<file path="config.mk">
export PLATFORM = sky130hd
export DESIGN_NAME = tccw_rem
export DESIGN_NICKNAME = d
export VERILOG_FILES = /design/src/hdl/tccw_pkg.sv /design/src/hdl/tccw_rem.sv
export SDC_FILE = /design/constraint.sdc
export NUM_CORES = 1
export LEC_CHECK = 0
export ABC_AREA = 0
export BUFFER_PORTS_ARGS = -buffer_cell sky130_fd_sc_hd__buf_4
export CORE_MARGIN = 5
export CORE_UTILIZATION = 30
export CTS_BUF_LIST = sky130_fd_sc_hd__clkbuf_8
export DETAILED_ROUTE_END_ITERATION = 8
export GPL_TIMING_DRIVEN = 0
export SLEW_MARGIN = 20
export SYNTH_ARGS = -nofsm -noshare
export SYNTH_HDL_FRONTEND = slang
export SYNTH_SLANG_ARGS = --single-unit
</file>
<file path="constraint.sdc">
create_clock -name clk -period 5.6 [get_ports clk]
set_input_delay 0.56 -clock clk [delete_from_list [all_inputs] [get_ports clk]]
set_output_delay 0.56 -clock clk [all_outputs]
set_load 0.01 [all_outputs]
</file>
<file path="src/hdl/tccw_pkg.sv">
// Package for the text console character writer: screen geometry, codes and types.
// Used by tccw_rem and text_console_char_writer_unit.
package tccw_pkg;

  localparam int COLUMNS   = 80;
  localparam int LINES     = 25;
  localparam int TAB_WIDTH = 8;
  localparam int CELLS     = COLUMNS * LINES;

  localparam int ADDR_W = $clog2(CELLS);
  localparam int WORK_W = $clog2(CELLS + COLUMNS + TAB_WIDTH);

  localparam int IN_TDATA_W  = 24;
  localparam int OUT_TDATA_W = 32;

  localparam logic [15:0] BLANK_CELL = 16'h0720;

  localparam logic [7:0] CH_NL  = 8'h0A;
  localparam logic [7:0] CH_TAB = 8'h09;
  localparam logic [7:0] CH_BS  = 8'h08;

  localparam logic FUNC_PUT  = 1'b0;
  localparam logic FUNC_READ = 1'b1;

  typedef struct packed {
    logic              start;
    logic              use_tab;
    logic [WORK_W-1:0] value;
  } rem_req_t;

  typedef struct packed {
    logic              done;
    logic [WORK_W-1:0] value;
  } rem_rsp_t;

endpackage

</file>
<file path="src/hdl/tccw_rem.sv">
// Iterative remainder unit: repeated subtraction of COLUMNS or TAB_WIDTH.
// Depends on tccw_pkg.
module tccw_rem (
  input  logic               clk,
  input  logic               rst,
  input  tccw_pkg::rem_req_t req,
  output tccw_pkg::rem_rsp_t rsp
);

  logic                        busy;
  logic [tccw_pkg::WORK_W-1:0] r;
  logic [tccw_pkg::WORK_W-1:0] d;

  always_ff @(posedge clk) begin
    if (rst) begin
      busy <= 1'b0;
    end else if (req.start) begin
      busy <= 1'b1;
      r    <= req.value;
      d    <= req.use_tab ? tccw_pkg::WORK_W'(tccw_pkg::TAB_WIDTH)
                          : tccw_pkg::WORK_W'(tccw_pkg::COLUMNS);
    end else if (busy) begin
      if (r >= d) begin
        r <= r - d;
      end else begin
        busy <= 1'b0;
      end
    end
  end

  assign rsp.done  = busy && (r < d);
  assign rsp.value = r;

endmodule

</file>
## Yosys cells after proc, flatten, opt, wreduce, memory -nomap -nowiden

Cells that the tools add are included.

| storage, ports and cells | value |
|---|---|
| ROM bits | 0 |
| output and inout bits | 13 |
| memories kept | 0 |
| bits in latches | 0 |
| register bits after elaboration | 25 |
| logic and storage cells | 19 |
| RAM bits | 0 |

| cells by class | value |
|---|---|
| bitwise logic cells | 1 |
| order comparisons | 2 |
| reduce and logical (&&, ||, !) cells | 5 |
| shift operators | 0 |
| eq/ne operators | 0 |
| $mul | 0 |
| multiplexer cells | 7 |
| divide/modulo/power cells | 0 |
| add/subtract/negate cells | 1 |

Operator list:

| cell | number |
|---|---|
| 2-to-1 mux 12 bit | 3 |
| greater-or-equal comparator 12 bit | 1 |
| less-than comparator 12 bit | 1 |
| subtractor 12 bit | 1 |
| 2-to-1 mux 7 bit | 1 |
| nonzero test 2 bit | 2 |
| 2-to-1 mux 1 bit | 3 |
| AND reduction 3 bit | 1 |
| AND reduction 2 bit | 1 |
| logical AND 1 bit | 1 |
| NOT 1 bit | 1 |

## Depth between registers and ports, before layout

| logic depth | value |
|---|---|
| depth after elaboration | 4 |
| mapped depth | 7 |
| depth with buffers taken out | 7 |

## Worst setup path before layout

OpenSTA, ideal clock, no wires.

| path | value |
|---|---|
| kind | flip-flop to flip-flop |
| start point | register r[3] (netlist bit) |
| end point | register r[7] (netlist bit), data pin |
| stages on the path, launching flop included | 8 |
| slack | 3649 ps |
| clock period less this slack | 1951 ps |
| arrival time | 1691 ps |
| buffers on the path | 0 |
| library setup time | 260 ps |
| cell sequence | edfxtp_1 > inv_1 > ha_1 > fa_1 > nand2b_4 > a21oi_1 > xor2_1 > mux2_2 |

| on the way | value |
|---|---|
| word-level cells in the longest chain between the ends | 4 |

RTL lines:

| element | line | text |
|---|---|---|
| start, declared | tccw_rem.sv:11 | `logic [tccw_pkg::WORK_W-1:0] r;` |
| start signal, assigned | tccw_rem.sv:19 | `r <= req.value;` |
| start signal, assigned | tccw_rem.sv:24 | `r <= r - d;` |
| subtractor 12 bit | tccw_rem.sv:24 |  |
| 2-to-1 mux 12 bit | tccw_rem.sv:23 | `if (r >= d) begin` |
| 2-to-1 mux 12 bit | tccw_rem.sv:22 | `end else if (busy) begin` |
| 2-to-1 mux 12 bit | tccw_rem.sv:17 | `end else if (req.start) begin` |

Every way passes these cells. The select of a mux whose other input is x is not followed.
A chain may end at the register's enable or synchronous reset.

==> results by group <==
Global routing
  – Pin count of the biggest net entering global routing: 11
  – Vias in the first global route: 736
  – Remaining Overflow, GRT: 0
  – Antenna violations before repair: 0
  – All-Layer GR Usage: 10.46%
  – First-pass GRT wire length: 3284 um

Layout
  – Finished Layout Cells: 142
  – Antenna Cells: 0
  – Final Net Count: 132
  – Synth-to-layout area growth: 33.10%
  – Fillers: 279
  – Share of layout cells above drive strength 1: 32.43%
  – Most frequent cells in the layout: buf_4, edfxtp_1, inv_1, nand2_1, o21ai_1
  – Finished layout cell area: 1182 um2
  – Final core occ: 42.15%
  – Commonest non-fill, non-tap cell in the layout: buf_4

Pwr
  – Max VDD drop: 0.1441 mV
  – Pint: 226.7 uW
  – Psw: 89.40 uW
  – PwrDens: 267.4 nW/um2
  – Clock group share of total power: 27.5%
  – LEAKAGE: 0.4764 nW
  – Seq pwr share: 47.2%
  – Comb power frac: 25.3%
  – Switching Share: 28.28%
  – Power Total: 316.1 uW

Yosys
  – Async SR Flop Fraction: 0%
  – Avg Cell Area, Syn: 11.24 um2
  – Syn Nets: 99
  – Share of Yosys cell area claimed by the top area cell type: 47.32%
  – Post-Syn Area: 888.4 um2
  – Yosys reg bits: 15
  – Synth area leader: edfxtp_1
  – Area contributors post-synth: edfxtp_1, ha_1, o21ai_1
  – Main synth FF type: edfxtp_1
  – Post-synth EDFFs: 14
  – Ys Warns: 0
  – Sequential share of the synthesized area: 49.58%
  – Post-synth cell types: 31
  – Synthesized instance count: 79

Clock network
  – Post-cts repair resize count: 0
  – CTS Buffer Depth: 2
  – CTS clk-pin slew, worst paths: 60 ps
  – Worst-Skew Late Latency: 250 ps
  – Post-CTS Setup Inserts: 0
  – CTS tree: built
  – Cts hold-fix bufs: 0
  – Num CTS Buffers: 3
  – CTS H-tree depth: 1
  – Clk root buf: clkbuf_8
  – Clock sinks: 15

Placement
  – Final HPWL DP: 1598 um
  – RD Place Congestion: 0.7277
  – Placed Cells incl. Taps: 138
  – Area post-placement: 1137 um2
  – Pre-CTS WS: 3506 ps
  – PortBufs: 28

Worst setup path
  – CP required: 5040 ps
  – Worst reg2reg path startpoint: d[3]
  – Crit start category: flip-flop
  – Launch point of the worst path: d[4]
  – Critical path fanouts, max: 7
  – Critical Path AT: 1770 ps
  – Crit path kind: reg -> out
  – CP Capture Type: output port

Worst hold path
  – Min-delay src: req[12]
  – HP Class: in -> reg

Timing
  – Clock Skews: 4.462 ps
  – Slew margin rel.: 65.92%
  – Fin worst setup slack: 3273 ps
  – Max-slew violation count: 0
  – Setup tns final: 0 ps
  – Fin crit share: 41.56%
  – Hold Vio Cnt, Final: 0
  – RSZ-0062 raised after global routing: no
  – Final hold slack: 495.4 ps
  – Worst-margin pin slew: 511.1 ps
  – Final Critical Period: 2327 ps
  – Endpoints failing setup: 0
  – Max Fclk: 0.4297 GHz

Routing
  – DR DRC count: 0
  – Initial drt markers: 11
  – Vias: 688
  – DR pass1 iterations: 4
  – Avg WL per Cell: 14.51 um
  – ANT nets after route: 0
  – Final wirelength: 2060 um
  – Vias per cell: 4.845

Floorplan
  – Starting Density: 31.67%
  – Die H: 64.42 um
  – Core Region: 2805 um2
  – Die Width: 64.42 um
  – Die Area: 4149 um2
  – Site Rows: 19
  – I/O pin count: 29

Flow run
  – MaxCap Viol Count: 0

Outcome
  – Status: finished clean
## routing by layer
| metal | vias up | wire [um] | global-route usage, % |
|---|---|---|---|
| met1 | 314 | 918 | 12.69 |
| met3 | 2 | 169 | 5.527 |
| met4 | 0 | 12 | 1.583 |
| met2 | 23 | 958 | 16.88 |
| li1 | 349 | - | - |
| met5 | - | 0 | 0 |
## state kept, by name (all words and copies together), names as in the netlist
register	cells
r	12
d	2
busy	1
## cell usage after synthesis, drive strengths merged, types with 2 or more instances
cell type / number
nor2: 4
clkbuf: 2
nor2b: 4
xor2: 2
inv: 6
and2: 3
nand2b: 3
nand2: 7
edfxtp: 14
o21ai: 9
a21oi: 2
a2111oi: 2
ha: 3
nor4: 2
xnor2: 3
or3: 2
## cells by family after synthesis
group / after synthesis / synth area share (%)
adder cells (fa/ha/maj): 4 / 6.479
buffers and inverters: 8 / 3.380
XOR/XNOR: 5 / 4.930
flip-flops: 15 / 49.58
AND/OR/NAND/NOR: 28 / 18.87
multiplexers: 2 / 2.394
AO/OA/AOI/OAI: 17 / 14.37
## layout make-up
cell class	count	area [um2]	area share, %
flip-flops and latches	15	440.4	37.25
clock buffers	3	41.29	3.492
clock inverters	1	3.754	0.3175
plain buffers	2	7.507	0.6349
repair buffers	28	210.2	17.78
well taps	31	38.79	3.280
multi-input cells	56	417.9	35.34
inverters	6	22.52	1.905
## worst max-delay path, stage by stage, from the launching register on
cell and delay, ps:
edfxtp_1 380, inv_1 80, ha_1 450, nand4bb_1 200
o21ai_0 200, nor2_1 80, buf_4 140
## power groups by stage
stage	sequential [mW]	clock (mW)	combinational, mW
floorplan	0.153	0	0.0456
global placement	0.151	0	0.0787
detailed placement	0.151	0	0.0802
CTS	0.149	0.0896	0.0807
global route	0.151	0.0946	0.0895
finish	0.149	0.0868	0.0801
## final timing paths
check             endpoint  slack [ps]  cells after the start
setup / recovery   rsp[12]        3270                      6
hold / removal        d[3]         500                      1
setup reg to reg      r[3]        3530                      5
hold reg to reg       busy         640                      3
No activity file was read; power rests on OpenSTA's default activity.
